## src/rtl/btr_pkg.sv

```systemverilog
package btr_pkg;

	localparam int CHANNELS = 4;
	localparam int CH_W = $clog2(CHANNELS);
	localparam int ADDR_W = 5;
	localparam int DIV_STEPS = 32;
	localparam int CNT_W = $clog2(DIV_STEPS + 1);

	localparam logic [2:0] REG_FILTER_LENGTH = 3'd0;
	localparam logic [2:0] REG_ROLL_CHANNEL  = 3'd1;
	localparam logic [2:0] REG_NICK_CHANNEL  = 3'd2;
	localparam logic [2:0] REG_DOWN_CHANNEL  = 3'd3;
	localparam logic [2:0] REG_ROLL_SCALE    = 3'd4;
	localparam logic [2:0] REG_NICK_SCALE    = 3'd5;
	localparam logic [2:0] REG_DOWN_SCALE    = 3'd6;

	localparam logic signed [31:0] FORCE_ONE = 32'sd65536;
	localparam logic signed [31:0] SMALL_FORCE_VALUE = 32'sd7;
	localparam logic [62:0] SMALL_FORCE_LIMIT = 63'd4294967;
	localparam logic [30:0] FORCE_POS_LIM = 31'd16777215;
	localparam logic [30:0] FORCE_NEG_LIM = 31'd16777216;

	typedef struct packed {
		logic [9:0]         filter_length;
		logic [1:0]         roll_channel;
		logic [1:0]         nick_channel;
		logic [1:0]         down_channel;
		logic signed [31:0] roll_scale;
		logic signed [31:0] nick_scale;
		logic signed [31:0] down_scale;
	} cfg_t;

	typedef enum logic [3:0] {
		OP_NONE,
		OP_LOAD,
		OP_FMUL,
		OP_FSUM,
		OP_FDIV,
		OP_FFIN,
		OP_VMUL,
		OP_VRND,
		OP_PMUL,
		OP_TSCL,
		OP_TDIV,
		OP_TFIN,
		OP_DFIN,
		OP_EMIT
	} dp_op_t;

	typedef enum logic [1:0] {
		SC_ROLL,
		SC_NICK,
		SC_DOWN
	} scale_sel_t;

	typedef struct packed {
		dp_op_t     op;
		scale_sel_t sel;
	} cmd_t;

	typedef struct packed {
		logic filt;
		logic is_roll;
		logic is_nick;
		logic is_down;
		logic div_done;
		logic out_free;
	} status_t;

	typedef enum logic [3:0] {
		S_IDLE,
		S_FMUL,
		S_FSUM,
		S_FDIV,
		S_FWAIT,
		S_FFIN,
		S_VMUL,
		S_VRND,
		S_TMUL,
		S_TSCL,
		S_TDIV,
		S_TWAIT,
		S_TFIN,
		S_DMUL,
		S_DFIN,
		S_EMIT
	} state_t;

	function automatic logic [31:0] sat32(input logic neg, input logic ovf,
			input logic [32:0] m);
		logic [31:0] r;
		if (neg) begin
			if (ovf || m >= 33'h0_8000_0000)
				r = 32'h8000_0000;
			else
				r = 32'(33'd0 - m);
		end else begin
			if (ovf || m >= 33'h0_7FFF_FFFF)
				r = 32'h7FFF_FFFF;
			else
				r = m[31:0];
		end
		return r;
	endfunction

endpackage

```

## src/rtl/btr_ctrl.sv

```systemverilog
module btr_ctrl (
	input  logic             clk,
	input  logic             arst_n,
	input  logic             in_valid,
	output logic             in_ready,
	input  btr_pkg::status_t status,
	output btr_pkg::cmd_t    cmd
);

	btr_pkg::state_t     state_q;
	btr_pkg::state_t     state_d;
	btr_pkg::scale_sel_t sel_q;
	btr_pkg::scale_sel_t sel_d;

	always_ff @(posedge clk or negedge arst_n) begin
		if (!arst_n) begin
			state_q <= btr_pkg::S_IDLE;
			sel_q   <= btr_pkg::SC_ROLL;
		end else begin
			state_q <= state_d;
			sel_q   <= sel_d;
		end
	end

	always_comb begin
		state_d  = state_q;
		sel_d    = sel_q;
		in_ready = 1'b0;
		cmd.op   = btr_pkg::OP_NONE;
		cmd.sel  = sel_q;
		unique case (state_q)
			btr_pkg::S_IDLE: begin
				in_ready = 1'b1;
				if (in_valid) begin
					cmd.op  = btr_pkg::OP_LOAD;
					state_d = btr_pkg::S_FMUL;
				end
			end
			btr_pkg::S_FMUL: begin
				cmd.op  = btr_pkg::OP_FMUL;
				state_d = btr_pkg::S_FSUM;
			end
			btr_pkg::S_FSUM: begin
				cmd.op  = btr_pkg::OP_FSUM;
				state_d = status.filt ? btr_pkg::S_FDIV : btr_pkg::S_FFIN;
			end
			btr_pkg::S_FDIV: begin
				cmd.op  = btr_pkg::OP_FDIV;
				state_d = btr_pkg::S_FWAIT;
			end
			btr_pkg::S_FWAIT: begin
				if (status.div_done)
					state_d = btr_pkg::S_FFIN;
			end
			btr_pkg::S_FFIN: begin
				cmd.op  = btr_pkg::OP_FFIN;
				state_d = btr_pkg::S_VMUL;
			end
			btr_pkg::S_VMUL: begin
				cmd.op  = btr_pkg::OP_VMUL;
				state_d = btr_pkg::S_VRND;
			end
			btr_pkg::S_VRND: begin
				cmd.op = btr_pkg::OP_VRND;
				if (status.is_roll) begin
					sel_d   = btr_pkg::SC_ROLL;
					state_d = btr_pkg::S_TMUL;
				end else if (status.is_nick) begin
					sel_d   = btr_pkg::SC_NICK;
					state_d = btr_pkg::S_TMUL;
				end else if (status.is_down) begin
					state_d = btr_pkg::S_DMUL;
				end else begin
					state_d = btr_pkg::S_EMIT;
				end
			end
			btr_pkg::S_TMUL: begin
				cmd.op  = btr_pkg::OP_PMUL;
				state_d = btr_pkg::S_TSCL;
			end
			btr_pkg::S_TSCL: begin
				cmd.op  = btr_pkg::OP_TSCL;
				state_d = btr_pkg::S_TDIV;
			end
			btr_pkg::S_TDIV: begin
				cmd.op  = btr_pkg::OP_TDIV;
				state_d = btr_pkg::S_TWAIT;
			end
			btr_pkg::S_TWAIT: begin
				if (status.div_done)
					state_d = btr_pkg::S_TFIN;
			end
			btr_pkg::S_TFIN: begin
				cmd.op = btr_pkg::OP_TFIN;
				if (sel_q == btr_pkg::SC_ROLL && status.is_nick) begin
					sel_d   = btr_pkg::SC_NICK;
					state_d = btr_pkg::S_TMUL;
				end else if (status.is_down) begin
					state_d = btr_pkg::S_DMUL;
				end else begin
					state_d = btr_pkg::S_EMIT;
				end
			end
			btr_pkg::S_DMUL: begin
				cmd.op  = btr_pkg::OP_PMUL;
				cmd.sel = btr_pkg::SC_DOWN;
				state_d = btr_pkg::S_DFIN;
			end
			btr_pkg::S_DFIN: begin
				cmd.op  = btr_pkg::OP_DFIN;
				state_d = btr_pkg::S_EMIT;
			end
			btr_pkg::S_EMIT: begin
				if (status.out_free) begin
					cmd.op  = btr_pkg::OP_EMIT;
					state_d = btr_pkg::S_IDLE;
				end
			end
			default: state_d = btr_pkg::S_IDLE;
		endcase
	end

endmodule

```

## config.mk

```make
export PLATFORM = sky130hd
export DESIGN_NAME = btr_ctrl
export DESIGN_NICKNAME = d
export VERILOG_FILES = /design/src/rtl/btr_pkg.sv /design/src/rtl/btr_ctrl.sv
export SDC_FILE = /design/constraint.sdc
export NUM_CORES = 1
export LEC_CHECK = 0
export ABC_AREA = 1
export BUFFER_PORTS_ARGS = -buffer_cell sky130_fd_sc_hd__buf_2
export CAP_MARGIN = 5
export CORE_AREA = 2 2 39 41
export DETAILED_ROUTE_END_ITERATION = 7
export DIE_AREA = 0 0 41 43
export PLACE_DENSITY = 0.8
export SETUP_SLACK_MARGIN = 0.1
export SLEW_MARGIN = 20
export SYNTH_ARGS = -nofsm -noshare
export SYNTH_HDL_FRONTEND = slang
export SYNTH_SLANG_ARGS = --single-unit
export TNS_END_PERCENT = 50
```

## constraint.sdc

```tcl
create_clock -name clk -period 1.1 [get_ports clk]
set_input_delay 0.22 -clock clk [delete_from_list [all_inputs] [get_ports clk]]
set_output_delay 0.22 -clock clk [all_outputs]
set_load 0.01 [all_outputs]
```

# ---- After elaboration in Yosys (flattened, before gate mapping)
# Index checks and enable logic that the tools add are counted.
# W data, S select, Z words.
dict set report totals {
  regBits 6
  wordCells 49
  output_inout_bits 7
}
dict set report classes {
  mux 19
  reduce_logical 7
  n_eq_ne 21
}
# op n
set ops {}
lappend ops {{$pmux W4 S16} 1}
lappend ops {{$pmux W4 S13} 1}
lappend ops {{$eq A4 B4 Y1 const B} 8}
lappend ops {{$mux W4} 6}
lappend ops {{$eq A4 B3 Y1 const B} 4}
lappend ops {{$mux W2} 5}
lappend ops {{$ne A2 B2 Y1 const B} 5}
lappend ops {{$mux W3} 3}
lappend ops {{$eq A4 B2 Y1 const B} 2}
lappend ops {{$eq A4 B1 Y1 const B} 1}
lappend ops {{$logic_not A4 Y1} 1}
lappend ops {{$pmux W2 S2} 1}
lappend ops {{$reduce_and A4 Y1} 1}
lappend ops {{$ne A3 B3 Y1 const B} 1}
lappend ops {{$reduce_and A3 Y1} 1}
lappend ops {{$logic_not A2 Y1} 1}
lappend ops {{$mux W1} 2}
lappend ops {{$reduce_bool A2 Y1} 1}
lappend ops {{$reduce_or A2 Y1} 1}
lappend ops {{$logic_and A1 B1 Y1} 1}

# ---- Logic depth before layout (Yosys ltp)
dict set report logic_depth {
  ltp_word 4
  ltp_mapped 10
  ltp_nobuf 9
}

# ---- Least setup slack after synthesis
# OpenSTA, ideal clock, no wires.
dict set report synth_timing {
  kind {reg-to-output}
  startpoint {register state_q[1]}
  endpoint {output port cmd[2] in the netlist's numbering}
  path_buffers 1
  t_arrival_ps 1075
  stages_incl_launch_ff 9
  setup_slack_ps -195
  t_required_ps 880
  path_cell_list {dfrtp_1 buf_6 nor2_4 nand2_1 inv_1 nand2_1 nand2_1 nor2_1 nand4_1}
}
# item line
set synth_rtl {}
lappend synth_rtl {{start, declared} btr_ctrl.sv:10} ;# btr_pkg::state_t state_q;
lappend synth_rtl {{start signal, assigned} btr_ctrl.sv:17} ;# state_q <= btr_pkg::S_IDLE;
lappend synth_rtl {{start signal, assigned} btr_ctrl.sv:20} ;# state_q <= state_d;
lappend synth_rtl {{end, declared} btr_ctrl.sv:7} ;# output btr_pkg::cmd_t cmd

==> results.rst <==
.. list-table::
   :header-rows: 1

   * - Metric
     - Value
   * - Result of the run
     - finished with violations
   * - Failing checks
     - negative setup slack
   * - Max capacitance violation total
     - 0
   * - Cells on Worst Hold Path
     - 4
   * - Chip width
     - 41 um
   * - Ant diodes
     - 0
   * - Pint
     - 0.00158 W
   * - Number of distinct library cells after synthesis
     - 21
   * - Insertion delay to the later sink of the worst-skew pair
     - 0.23 ns
   * - Vias in the first global route
     - 644
   * - Cell at the root of the clock tree
     - sky130_fd_sc_hd__clkbuf_4
   * - Actual transition at the worst max-transition pin
     - 0.306 ns
   * - CP max FO
     - 7
   * - Register share of total power
     - 0.160
   * - Number of antenna violations at the first check in global routing
     - 0
   * - Max IR drop VDD
     - 1.42 mV
   * - Slowest cell delay on critical path
     - 0.48 ns
   * - Final setup violating endpoints
     - 12
   * - CP arrival
     - 1.47 ns
   * - Final routed wirelength across all metal layers
     - 2100 um
   * - Post-Place Cell Area
     - 768 um^2
   * - Floorplan die height
     - 43 um
   * - Top cells by area in the synthesized netlist
     - sky130_fd_sc_hd__nand2_1 23%, sky130_fd_sc_hd__dfrtp_1 22%, sky130_fd_sc_hd__nor2_1 9.3%
   * - HPWL after detailed placement
     - 1350 um
   * - Initial core utilization
     - 0.408
   * - First-pass GRT wire length
     - 2700 um
   * - Top flip-flop cell by instance count after synthesis
     - sky130_fd_sc_hd__dfrtp_1
   * - Met1 usage
     - 0.294
   * - Wire length per cell
     - 13.6 um
   * - Proportion of total power due to net switching
     - 0.495
   * - DR vias/cell
     - 5.14
   * - CTS clock-pin slew for the worst setup and hold paths
     - 0.04 ns
   * - Number of iterations in the first detailed-routing pass
     - 4
   * - Library cell with the largest summed area after synthesis
     - sky130_fd_sc_hd__nand2_1
   * - RSZ-0062 raised after global routing
     - yes
   * - Antenna-violating nets left
     - 0
   * - Boundary Pins
     - 16
   * - Sort of element at the start of the critical path
     - register
   * - Number of cell instances on the worst register-to-register path
     - 11
   * - Flip-flop and latch count after synthesis
     - 5
   * - Dominant cell by count in the synthesized netlist
     - sky130_fd_sc_hd__nand2_1
   * - Met3 global-route usage
     - 0.0209
   * - Number of flops mapped to enable cells by yosys
     - 0
   * - Maximum achievable frequency
     - 592 MHz
   * - Post-synth top cells
     - 34 x sky130_fd_sc_hd__nand2_1, 14 x sky130_fd_sc_hd__nor2_1, 13 x sky130_fd_sc_hd__inv_1
   * - Synth Net Count
     - 106
   * - Req. time, crit path
     - 0.88 ns
   * - Setup Crit Path Kind
     - register to output port
   * - Clock tree from TritonCTS
     - yes
   * - Aggregate global routing overflow
     - 0
   * - Total standard cell area after synthesis
     - 564 um^2
   * - Highest-utilization routing layer at the global route stage
     - met2
   * - Post-Route Skew
     - 0.00145 ns
   * - Total routing usage reported by global routing
     - 0.222
   * - Met2 Resource Use GR
     - 0.375
   * - Power Dens Cells
     - 3180 nW/um^2
   * - Type of the tightest min-delay check
     - input pin to register
   * - Sequential area share after synthesis
     - 0.222
   * - Count of buffers from port buffering
     - 15
   * - Post-route fraction of the period consumed by the critical path
     - 1.54
   * - Mapped Cells
     - 97
   * - Share of power burned in the clock network
     - 0.066
   * - Power share of the combinational group
     - 0.773
   * - Final instance area
     - 983 um^2
   * - Total number of cells along the worst setup path
     - 5
   * - Reg-to-reg endpoint
     - state_q[0]
   * - Post-synthesis to final-layout area growth
     - 74.3%
   * - Reported net switching power
     - 0.00155 W
   * - Ordered list of cells on the worst path
     - nand2_4 > inv_2 > o211ai_1 > o221ai_1 > buf_2
   * - Layout cell share with drive strength beyond 1
     - 0.590
   * - Number of max-slew violations in the final report
     - 0
   * - Final number of hold-violating endpoints
     - 0
   * - Weighted congestion reported at the end of routability-driven placement
     - 0.873
   * - Share of Yosys cell area claimed by the top area cell type
     - 0.226
   * - Origin of the critical flop-to-flop path
     - state_q[0]
   * - H-tree depth
     - 1
   * - Residual DRC count
     - 0
   * - Master of the slowest instance on the critical path
     - sky130_fd_sc_hd__dfrtp_2
   * - Worst setup slack after layout
     - -0.590 ns
   * - Headroom to the max-slew limit
     - 0.795
   * - Worst setup endpoint
     - cmd[4]
   * - Leakage power summed over all cells
     - 0.547 nW
   * - Cell family with the largest share of critical-path delay
     - flip-flops
   * - Yosys warning total
     - 0
   * - Number of buffer and inverter stages on the critical path
     - 2
   * - Final net count
     - 149
   * - Row count
     - 14
   * - Drt first-iter violations
     - 25
   * - Clock Tree Buf Depth
     - 2
   * - Area of the die
     - 1760 um^2
   * - Number of buffers inserted during clock tree synthesis
     - 3
   * - CP Capture Type
     - output port
   * - Mean instance size in the synthesized netlist
     - 5.82 um^2
   * - Pin count of the biggest net entering global routing
     - 8
   * - Final critical path time including I/O delays and setup
     - 1.69 ns
   * - Final core occ
     - 0.711
   * - Total number of clock tree sinks
     - 5
   * - Async set-reset flop share out of synthesis
     - 1.00
   * - Timing startpoint of the critical path
     - state_q[2]
   * - Placeable core region
     - 1380 um^2
   * - Routed via count
     - 797
   * - FF-to-FF setup slack
     - -0.37 ns
cell type report:
class / count / area [um^2]
Fill cell: 108 / 400
Multi-Input combinational cell: 73 / 437
Inverter: 16 / 65.1
Timing Repair Buffer: 41 / 305
Tap cell: 16 / 20.0
Sequential cell: 5 / 130
Clock buffer: 4 / 26.3
through the flow:
| stage | cells | power [W] | hold WS (ns) | setup TNS (ns) | setup slack (ns) |
|---|---|---|---|---|---|
| floorplan | 97 | 0.00157 | -0.0756 | -0.418 | -0.143 |
| global placement | 142 | 0.00217 | 0.0382 | -2.39 | -0.250 |
| global route | 155 | 0.00338 | 0.305 | -5.68 | -0.619 |
| finish | 155 | 0.00313 | 0.301 | -4.97 | -0.590 |
| CTS | 148 | 0.00261 | 0.292 | -3.68 | -0.458 |
| detailed placement | 142 | 0.00224 | 0.0393 | -2.74 | -0.290 |
metal layers:
metal	wire, um	part of all wire
met5	0	0
met4	57	0.027
met3	99	0.047
met2	1110	0.53
met1	831	0.40
worst register-to-register path, cell delays in order (launching register included):
cell and delay (ns):
sky130_fd_sc_hd__dfrtp_2 0.46, sky130_fd_sc_hd__buf_6 0.15, sky130_fd_sc_hd__nand2_4 0.08, sky130_fd_sc_hd__buf_4 0.11
sky130_fd_sc_hd__buf_6 0.10, sky130_fd_sc_hd__inv_6 0.03, sky130_fd_sc_hd__nand2_2 0.06, sky130_fd_sc_hd__nand2_2 0.05
sky130_fd_sc_hd__nand2_2 0.09, sky130_fd_sc_hd__nand2_2 0.07, sky130_fd_sc_hd__nand2_1 0.09, sky130_fd_sc_hd__nand2_1 0.07
cell families (layout without fill, tap and decap cells):
kind of cell    after synthesis  after routing  synth area share
simple gates                 61             61             0.472
buf+inv                      19             61             0.160
compound gates               12             12             0.146
flops                         5              5             0.222
power groups by stage:
stage | clock network (W) | registers (W) | logic, W
final | 0.000208 | 0.000501 | 0.00242
after global routing | 0.000232 | 0.000503 | 0.00264
after CTS | 0.000215 | 0.000474 | 0.00192
after detailed placement | 0 | 0.000457 | 0.00178
after global placement | 0 | 0.000455 | 0.00172
after floorplan | 0 | 0.000343 | 0.00123
placed cells by master (no fill, tap or decap):
cell type                        n
sky130_fd_sc_hd__nand3_2         1
sky130_fd_sc_hd__o221ai_1        1
sky130_fd_sc_hd__nor2_1         10
sky130_fd_sc_hd__o21ai_1         1
sky130_fd_sc_hd__a21boi_0        1
sky130_fd_sc_hd__nand4_1         1
sky130_fd_sc_hd__o2111ai_2       1
sky130_fd_sc_hd__dfrtp_2         4
sky130_fd_sc_hd__nor2_2          2
sky130_fd_sc_hd__inv_2           7
sky130_fd_sc_hd__nand2_2        12
sky130_fd_sc_hd__nand2_1        24
sky130_fd_sc_hd__dlygate4sd3_1   1
sky130_fd_sc_hd__nand3_1         3
sky130_fd_sc_hd__o21ai_0         2
sky130_fd_sc_hd__clkbuf_1        1
sky130_fd_sc_hd__nand2_4         3
sky130_fd_sc_hd__inv_6           1
sky130_fd_sc_hd__nor2_4          5
sky130_fd_sc_hd__dfrtp_1         1
sky130_fd_sc_hd__inv_1           8
sky130_fd_sc_hd__buf_2          14
sky130_fd_sc_hd__o211ai_1        2
sky130_fd_sc_hd__buf_4          18
sky130_fd_sc_hd__o21ai_4         1
sky130_fd_sc_hd__o21ai_2         2
sky130_fd_sc_hd__clkbuf_4        3
sky130_fd_sc_hd__buf_6           8
sky130_fd_sc_hd__a21oi_1         1
registers in the layout (all words and copies together) (netlist names):
register / cells
sel_q: 1
state_q: 4
worst min-delay path by stage:
stage / from / endpoint / slack [ns]
after global placement: arst_n / state_q[1] / 0.04
after global routing: status[2] / state_q[1] / 0.31
after detailed placement: arst_n / state_q[1] / 0.04
final: status[2] / state_q[1] / 0.30
after floorplan: arst_n / sel_q[0] / -0.08
after CTS: status[2] / state_q[1] / 0.29
what timing repair did:
action                     CTS  global route
hold endpoints to repair     5             0
hold buffers                 1             0
resized for setup           14            24
pin swaps                    3            13
setup endpoints to repair   12            12
setup buffers                1             7
(Power assumes the default switching activity.)
